**src/hw/rtl/dos_pkg.sv**
```systemverilog
// Shared types, widths and codes for the delayed output scheduler.
`default_nettype none

package dos_pkg;

	localparam int CNT_W     = 32;
	localparam int DELAY_W   = 32;
	localparam int PERIOD_W  = 8;
	localparam int CH_W      = 2;
	localparam int NUM_CH    = 2;
	localparam int IDX_W     = 2;
	localparam int IN_W      = 40;
	localparam int OUT_W     = 8;
	localparam int STEP_W    = $clog2(DELAY_W);
	localparam logic [STEP_W-1:0] LAST_STEP = STEP_W'(DELAY_W - 1);

	localparam logic CMD_TICK = 1'b0;
	localparam logic CMD_REQ  = 1'b1;

	localparam logic [IDX_W-1:0] REG_TICK_PERIOD = 2'd0;
	localparam logic [IDX_W-1:0] REG_MAX_DELAY   = 2'd1;
	localparam logic [IDX_W-1:0] REG_MIN_DELAY   = 2'd2;

	localparam logic [PERIOD_W-1:0] PERIOD_RESET = PERIOD_W'(1);

	typedef struct packed {
		logic capture;
		logic div_step;
		logic finish;
		logic arm;
	} dp_cmd_t;

	typedef struct packed {
		logic is_tick;
		logic is_ignored;
		logic below_min;
	} dp_sts_t;

endpackage

`default_nettype wire

```
**src/hw/rtl/dos_ctrl.sv**
```systemverilog
// Sequencer for item capture, serial division and result write-back.
`default_nettype none

module dos_ctrl import dos_pkg::*; (
	input  wire logic    clk,
	input  wire logic    arst_n,
	input  wire logic    s_tvalid,
	output logic         s_tready,
	output logic         m_tvalid,
	input  wire logic    m_tready,
	input  wire dp_sts_t sts,
	output dp_cmd_t      ctl
);

	typedef enum logic [3:0] {
		ST_IDLE = 4'b0001,
		ST_EXEC = 4'b0010,
		ST_DIV  = 4'b0100,
		ST_FIN  = 4'b1000
	} state_t;

	state_t              state_q, state_n;
	logic [STEP_W-1:0]   step_q;
	logic                out_valid_q;
	logic                accept;

	assign s_tready = (state_q == ST_IDLE) && (!out_valid_q || m_tready);
	assign accept   = s_tvalid && s_tready;
	assign m_tvalid = out_valid_q;

	always_comb begin
		ctl     = '0;
		state_n = state_q;
		unique case (state_q)
			ST_IDLE: begin
				if (accept) begin
					ctl.capture = 1'b1;
					state_n     = ST_EXEC;
				end
			end
			ST_EXEC: begin
				if (sts.is_tick || sts.is_ignored || sts.below_min) begin
					ctl.finish = 1'b1;
					state_n    = ST_IDLE;
				end else begin
					state_n = ST_DIV;
				end
			end
			ST_DIV: begin
				ctl.div_step = 1'b1;
				if (step_q == LAST_STEP) begin
					state_n = ST_FIN;
				end
			end
			ST_FIN: begin
				ctl.finish = 1'b1;
				ctl.arm    = 1'b1;
				state_n    = ST_IDLE;
			end
			default: begin
				state_n = ST_IDLE;
			end
		endcase
	end

	always_ff @(posedge clk or negedge arst_n) begin
		if (!arst_n) begin
			state_q     <= ST_IDLE;
			step_q      <= '0;
			out_valid_q <= 1'b0;
		end else begin
			state_q <= state_n;
			if (state_q == ST_DIV) begin
				step_q <= step_q + STEP_W'(1);
			end else begin
				step_q <= '0;
			end
			if (ctl.finish) begin
				out_valid_q <= 1'b1;
			end else if (m_tready) begin
				out_valid_q <= 1'b0;
			end
		end
	end

	a_onehot_state: assert property (@(posedge clk) disable iff (!arst_n)
		$onehot(state_q))
		else $error("state register lost its one-hot code");

	a_slot_free: assert property (@(posedge clk) disable iff (!arst_n)
		ctl.finish |-> !out_valid_q)
		else $error("result written while output register still full");

	a_result_shown: assert property (@(posedge clk) disable iff (!arst_n)
		ctl.finish |=> out_valid_q)
		else $error("finished item produced no result transfer");

	a_div_length: assert property (@(posedge clk) disable iff (!arst_n)
		(state_q == ST_DIV && step_q == LAST_STEP) |=> state_q == ST_FIN)
		else $error("division did not end after its last step");

endmodule

`default_nettype wire

```
**src/hw/rtl/dos_dp.sv**
```systemverilog
// Datapath: config registers, channel state, serial divider and result register.
`default_nettype none

module dos_dp import dos_pkg::*; (
	input  wire logic             clk,
	input  wire logic             arst_n,
	input  wire logic             cfg_valid,
	input  wire logic [IDX_W-1:0] cfg_index,
	input  wire logic [31:0]      cfg_data,
	input  wire logic [IN_W-1:0]  s_tdata,
	input  wire logic             s_tuser,
	input  wire dp_cmd_t          ctl,
	output dp_sts_t               sts,
	output logic [OUT_W-1:0]      m_tdata
);

	logic [PERIOD_W-1:0]            period_q;
	logic [DELAY_W-1:0]             max_q;
	logic [DELAY_W-1:0]             min_q;

	logic [CNT_W-1:0]               count_q;
	logic [NUM_CH-1:0][CNT_W-1:0]   cmp_q;
	logic [NUM_CH-1:0]              armed_q;
	logic [NUM_CH-1:0]              pend_q;
	logic [NUM_CH-1:0]              drive_q;

	logic                           cmd_q;
	logic [CH_W-1:0]                ch_q;
	logic                           lvl_q;
	logic                           clip_q;
	logic [DELAY_W-1:0]             quo_q;
	logic [PERIOD_W-1:0]            rem_q;
	logic [OUT_W-1:0]               out_q;

	logic [DELAY_W-1:0]             in_delay;
	logic                           in_clip;
	logic [PERIOD_W-1:0]            divisor;
	logic [PERIOD_W:0]              trial;
	logic                           fits;

	logic [CNT_W-1:0]               cnt_n;
	logic [NUM_CH-1:0][CNT_W-1:0]   cmp_n;
	logic [NUM_CH-1:0]              armed_n;
	logic [NUM_CH-1:0]              pend_n;
	logic [NUM_CH-1:0]              drive_n;
	logic [NUM_CH-1:0]              fired;
	logic                           clipped_out;

	assign in_delay = s_tdata[34:3];
	assign in_clip  = in_delay > max_q;

	// one restoring step per cycle; a period of zero divides by one
	assign divisor = (period_q == '0) ? PERIOD_RESET : period_q;
	assign trial   = {rem_q, quo_q[DELAY_W-1]};
	assign fits    = trial >= {1'b0, divisor};

	assign sts.is_tick    = (cmd_q == CMD_TICK);
	assign sts.is_ignored = ch_q[1];
	assign sts.below_min  = quo_q < min_q;

	assign clipped_out = (cmd_q == CMD_REQ) && !ch_q[1] && clip_q;

	always_comb begin
		cnt_n   = count_q;
		cmp_n   = cmp_q;
		armed_n = armed_q;
		pend_n  = pend_q;
		drive_n = drive_q;
		fired   = '0;
		if (cmd_q == CMD_TICK) begin
			cnt_n = count_q + CNT_W'(1);
			for (int i = 0; i < NUM_CH; i++) begin
				if (armed_q[i] && cmp_q[i] == cnt_n) begin
					drive_n[i] = pend_q[i];
					armed_n[i] = 1'b0;
					cmp_n[i]   = '1;
					fired[i]   = 1'b1;
				end
			end
		end else if (!ch_q[1]) begin
			if (ctl.arm) begin
				pend_n[ch_q[0]]  = lvl_q;
				cmp_n[ch_q[0]]   = count_q + CNT_W'(quo_q);
				armed_n[ch_q[0]] = 1'b1;
			end else begin
				drive_n[ch_q[0]] = lvl_q;
			end
		end
	end

	always_ff @(posedge clk or negedge arst_n) begin
		if (!arst_n) begin
			period_q <= PERIOD_RESET;
			max_q    <= '1;
			min_q    <= '0;
			count_q  <= '0;
			cmp_q    <= '1;
			armed_q  <= '0;
			pend_q   <= '0;
			drive_q  <= '0;
		end else begin
			if (cfg_valid) begin
				unique case (cfg_index)
					REG_TICK_PERIOD: period_q <= cfg_data[PERIOD_W-1:0];
					REG_MAX_DELAY:   max_q    <= cfg_data[DELAY_W-1:0];
					REG_MIN_DELAY:   min_q    <= cfg_data[DELAY_W-1:0];
					default: ;
				endcase
			end
			if (ctl.finish) begin
				count_q <= cnt_n;
				cmp_q   <= cmp_n;
				armed_q <= armed_n;
				pend_q  <= pend_n;
				drive_q <= drive_n;
			end
		end
	end

	always_ff @(posedge clk) begin
		if (ctl.capture) begin
			cmd_q  <= s_tuser;
			ch_q   <= s_tdata[1:0];
			lvl_q  <= s_tdata[2];
			clip_q <= in_clip;
			quo_q  <= in_clip ? max_q : in_delay;
			rem_q  <= '0;
		end else if (ctl.div_step) begin
			rem_q <= fits ? PERIOD_W'(trial - {1'b0, divisor}) : trial[PERIOD_W-1:0];
			quo_q <= {quo_q[DELAY_W-2:0], fits};
		end
		if (ctl.finish) begin
			out_q <= {sts.is_ignored && (cmd_q == CMD_REQ), clipped_out,
				armed_n, fired, drive_n};
		end
	end

	assign m_tdata = out_q;

endmodule

`default_nettype wire

```
**src/hw/rtl/delayed_output_scheduler.sv**
```systemverilog
// Sequence: a tick, an ignored request or an immediate-drive request passes through capture,
// decode and write; a request that arms a channel passes through capture, decode, 32 divide steps
// and write. Items are handled one at a time; the serial delay divider bounds requests.
// Back-pressure: take the next item once the sequencer is idle and the result register is empty
// or its result transfers in that same cycle.
// Reset: arst_n asynchronously clears counter, arm flags and levels, presets compares to all
// ones and loads the register defaults (tick period 1, max all ones, min 0).
`default_nettype none

module delayed_output_scheduler import dos_pkg::*; (
	input  wire logic             clk,
	input  wire logic             arst_n,
	// configuration write channel, always ready
	input  wire logic             cfg_valid,
	output logic                  cfg_ready,
	input  wire logic [IDX_W-1:0] cfg_index,
	input  wire logic [31:0]      cfg_data,
	// input stream
	input  wire logic             s_tvalid,
	output logic                  s_tready,
	input  wire logic [IN_W-1:0]  s_tdata,  // channel[1:0], target_level[2], delay[34:3], zero pad
	input  wire logic             s_tuser,  // cmd[0]: tick or schedule request
	// result stream
	output logic                  m_tvalid,
	input  wire logic             m_tready,
	output logic [OUT_W-1:0]      m_tdata   // level_mask[1:0], fired_mask[3:2], armed_mask[5:4],
	                                        // delay_clipped[6], request_ignored[7]
);

	dp_cmd_t ctl;
	dp_sts_t sts;

	// every register write lands as it arrives, so never hold the channel
	assign cfg_ready = 1'b1;

	// sequence each transfer: capture, decide, divide if arming, write back
	dos_ctrl u_ctrl (
		.clk      (clk),
		.arst_n   (arst_n),
		.s_tvalid (s_tvalid),
		.s_tready (s_tready),
		.m_tvalid (m_tvalid),
		.m_tready (m_tready),
		.sts      (sts),
		.ctl      (ctl)
	);

	// hold config, counter and channel state; divide the clipped delay by the tick period
	dos_dp u_dp (
		.clk       (clk),
		.arst_n    (arst_n),
		.cfg_valid (cfg_valid),
		.cfg_index (cfg_index),
		.cfg_data  (cfg_data),
		.s_tdata   (s_tdata),
		.s_tuser   (s_tuser),
		.ctl       (ctl),
		.sts       (sts),
		.m_tdata   (m_tdata)
	);

endmodule

`default_nettype wire
```
**config.mk**
```make
export PLATFORM = sky130hd
export DESIGN_NAME = delayed_output_scheduler
export DESIGN_NICKNAME = d
export VERILOG_FILES = /design/src/hw/rtl/dos_pkg.sv /design/src/hw/rtl/dos_ctrl.sv /design/src/hw/rtl/dos_dp.sv /design/src/hw/rtl/delayed_output_scheduler.sv
export SDC_FILE = /design/constraint.sdc
export NUM_CORES = 1
export LEC_CHECK = 0
export CAP_MARGIN = 0
export CORE_MARGIN = 2
export CORE_UTILIZATION = 50
export DETAILED_ROUTE_END_ITERATION = 10
export DONT_BUFFER_PORTS = 1
export PLACE_DENSITY = 0.67
export SLEW_MARGIN = 40
export SYNTH_ARGS = -nofsm -noshare
export SYNTH_HDL_FRONTEND = slang
export SYNTH_HIERARCHICAL = 1
export SYNTH_SLANG_ARGS = --single-unit
```
**constraint.sdc**
```tcl
create_clock -name clk -period 5.78 [get_ports clk]
set_input_delay 0.289 -clock clk [delete_from_list [all_inputs] [get_ports clk]]
set_output_delay 0.289 -clock clk [all_outputs]
set_load 0.02 [all_outputs]
```
==> summary.txt <==
Timing
  – RSZ-0062 raised after global routing: false
  – Measured slew at the worst slew-check pin: 0.813 ns
  – Slew Viols, Final: 0
  – Clock Skews: 0.0261 ns
  – Final WS setup: 1.09 ns
  – Final min period: 4.69 ns
  – Setup TNS: 0 ns
  – FMAX: approximately 0.21 GHz
  – Max-slew headroom: a little under half
  – Hold Fails Final Rpt: 0
  – Period utilisation layout: 81.1%
  – Final Setup Violations: 0

Pwr
  – Switching Fraction: 31.0%
  – VDD IR max: about 0.25 mV
  – Power per cell area: 309 nW/µm²
  – Internal Power: between 0.003 and 0.004 W
  – Sequential share of power: between 40 and 50%
  – Sw power: between 0.0015 and 0.002 W
  – Clock share of power: 34.2%
  – Part of the power in combinational logic: about a quarter
  – Leakage: 7.23 nW

GRT
  – First-pass GRT wire length: 61000 µm
  – GRT Total Usage: 24.4%
  – Grt ovf: 0
  – Initial antenna violation count: 0
  – Number of global-route vias before repair: around 11000
  – Largest net degree at the start of global routing: 185

Floorplanning
  – # rows: 63
  – IO Count: 91
  – Full die area: 31900 µm²
  – Die height: 179 µm
  – Core area: between 20000 and 30000 µm²
  – DIE WIDTH: 179 µm
  – Starting density of the core: between 50% and 60%

Place
  – Post-DP HPWL: 27700 µm
  – Routability cong.: between 0.9 and 1
  – Dpl cells: around 1800
  – Pre-CTS worst setup slack: between 1 and 1.5 ns
  – I/O Buffers: 0
  – Placed cell area: 15500 µm²

Setup path
  – Crit Path Class: flop to flop
  – WP buf/inv: 3
  – Top delay family on crit path: compound AO/OA/AOI/OAI gates
  – Type of origin of the critical path: flop
  – Crit-path max cell delay: 0.68 ns
  – Worst EP required: 6.25 ns
  – Crit. End Element: flop
  – CP max stage cell: a221oi_1
  – Arrival @ worst endpoint: 5.16 ns
  – Max Fanout on Critical Path: 22
  – Most used cell, CP: a21o_1
  – CP Cell Sequence: ha_1 > a21o_1 > a21o_1 > a21o_1 > a21o_1 > a21o_1 > a21o_1 > a21oi_1 > o41ai_1 > a221oi_1 > or3_1 > nand3b_1 > a211oi_2 > buf_4 > inv_1 > nor2_1 > buf_4 > nand3_1 > nor2_1 > xor2_1

Cells and area
  – # fillers: 2614
  – Commonest non-fill, non-tap cell in the layout: nor2_1
  – Share of layout cells above drive strength 1: ~17%
  – Final nets: around 1700
  – Finished Cell Area: 16900 µm²
  – Antenna fix cells: 0
  – Most frequent cells in the layout: 106 x nor2_1, 105 x ha_1, 102 x inv_1
  – Synth-to-Final Area Change: 11.2%
  – Non-Filler Instances: 1933

Min path
  – Hold crit path type: input port to flop

Synth
  – Top FF cell, synth: dfstp_2
  – Syn nets: 1692
  – Avg Cell Area, Syn: 10.1 µm²
  – Post-synth design cell area: 15200 µm²
  – Ys Warns: 6
  – Sequential share of the synthesized area: 41.0%
  – Synth Register Bits: 237
  – Mapped Cells: approximately 1500
  – Post-synth EDFFs: 45
  – Post-synthesis cell type count: 83
  – Post-synth ARST share: 77.6%

Run
  – Maxcap violations: 0

Clock network
  – H-tree depth: 1
  – CTS Buf Count: 28
  – Number of post-CTS setup repair buffers: 0
  – Clock buffer depth: 3
  – Hold Buf Count CTS: 39
  – # clock sinks: 237
  – Clock Pin Slew Worst Setup and Hold Paths: 0.06 ns
  – TritonCTS clock tree: built
  – Root Driver: clkbuf_16
  – Post-CTS Resized: 0
  – Latest clock arrival within the worst-skew pair: approximately 0.56 ns

Run status
  – Status: finished clean

Drt
  – DR iter-0 viols: 712
  – Post-route ant nets: 0
  – Post-Route WL: 38200 µm
  – Routed length per instance: 19.7 µm
  – Average vias per placed instance: 5.92
  – Post-route DRC: 0
  – First drt pass iteration count: 5
  – Via count: roughly 11000
-- through the flow --
| stage | hold slack, ns | power [W] | utilization (%) |
|---|---|---|---|
| 2_1_floorplan | -0.00659 | 0.00305 | - |
| 3_3_place_gp | 0.0110 | 0.00335 | 52.1 |
| 3_5_place_dp | 0.0139 | 0.00339 | 52.1 |
| 4_1_cts | 0.0175 | 0.00525 | 56.7 |
| 5_1_grt | 0.0303 | 0.00551 | 56.9 |
| 6_report | 0.0321 | 0.00523 | 56.9 |
-- cells by family after synthesis --
group / synth area share [%]
simple gates: 12.9
compound gates: 15.7
fa+ha+maj: 8.89
buf+inv: 4.78
mux: 8.18
xor+xnor: 8.54
flops: 41.0
other cells: 0.0246
-- routing by layer --
metal | track usage [%] | share of wire, % | up-vias | wire, µm
met2 | 40.1 | 47 | 289 | 18000
li1 | - | - | 5518 | -
met3 | 3.69 | 5.3 | 53 | 2040
met4 | 6.71 | 2.2 | 0 | 837
met5 | 0 | 0 | - | 0
met1 | 33.5 | 45 | 5580 | 17300
-- power by group through the flow --
stage	combinational, W	clock [W]	sequential [W]
floorplan	0.000972	0	0.00208
global placement	0.00120	0	0.00215
detailed placement	0.00123	0	0.00216
CTS	0.00130	0.00182	0.00213
global route	0.00146	0.00189	0.00216
finish	0.00131	0.00179	0.00213
-- flip-flops by register name, indices dropped and copies added (netlist names) --
signal	cells
u_ctrl/m_tvalid	1
u_ctrl/state_q	4
u_ctrl/step_q	5
u_dp/armed_q	2
u_dp/ch_q	2
u_dp/clip_q	1
u_dp/cmd_q	1
u_dp/cmp_q	64
u_dp/count_q	32
u_dp/drive_q	2
u_dp/lvl_q	1
u_dp/m_tdata	8
u_dp/max_q	32
u_dp/min_q	32
u_dp/pend_q	2
u_dp/period_q	8
u_dp/quo_q	32
u_dp/rem_q	8
-- final cells by class --
class                   count  area, µm²  share of cell area [%]
clock buffers              42        876                    5.17
clock inverters            10       83.8                   0.495
inverters                 105        395                    2.33
multi-input cells        1093       8300                    49.0
flip-flops and latches    237       6240                    36.8
well taps                 390        488                    2.88
repair buffers             56        563                    3.32
-- worst register-to-register path, stage by stage, from the launching register on --
cell and delay (ns):
edfxtp_1 0.49, ha_1 0.32, a21o_1 0.16, a21o_1 0.18
a21o_1 0.18, a21o_1 0.18, a21o_1 0.17, a21o_1 0.18
a21oi_1 0.18, o41ai_1 0.08, a221oi_1 0.68, or3_1 0.23
nand3b_1 0.10, a211oi_2 0.22, buf_4 0.28, inv_1 0.14
nor2_1 0.10, buf_4 0.26, nand3_1 0.18, nor2_1 0.15
xor2_1 0.16
-- path summary, 6_finish.rpt --
path                             startpoint               end  slack (ns)  cells after the start
hold / removal                  s_tdata[25]    u_dp/quo_q[22]        0.03                      2
setup / recovery              u_dp/quo_q[1]  u_dp/count_q[15]        1.09                     20
hold reg to reg            u_ctrl/step_q[0]  u_ctrl/step_q[0]        0.46                      1
max in group asynchronous            arst_n     u_dp/max_q[7]        4.55                      3
min in group asynchronous            arst_n  u_dp/count_q[13]        0.35                      2
setup reg to reg              u_dp/quo_q[1]  u_dp/count_q[15]        1.09                     20
-- Yosys cell counts, types with 7 or more instances --
library cell,instances,area [µm²]
nor2_1,106,398
ha_1,105,1310
inv_1,102,383
dfstp_2,98,2570
a21oi_1,93,465
xnor2_1,93,815
dfrtp_1,86,2150
mux2_2,67,754
nand2_1,60,225
o22a_1,59,517
o21ai_0,58,290
xor2_1,51,447
mux2i_1,49,490
edfxtp_1,45,1350
clkbuf_1,41,154
nand4_1,31,194
a21o_1,24,180
nand3_1,23,115
nor3_1,23,115
a211oi_1,20,150
nor2b_1,19,119
nand2b_1,17,106
and3_1,15,93.8
buf_2,14,70.1
nor4_1,14,87.6
or3_1,14,87.6
o211ai_1,10,75.1
and2_1,8,50.1
buf_4,8,60.1
dfxtp_1,8,160
nor3b_1,8,60.1
o21a_1,8,60.1
o22ai_1,7,43.8
Note: power is estimated with default switching activity, not from simulation.
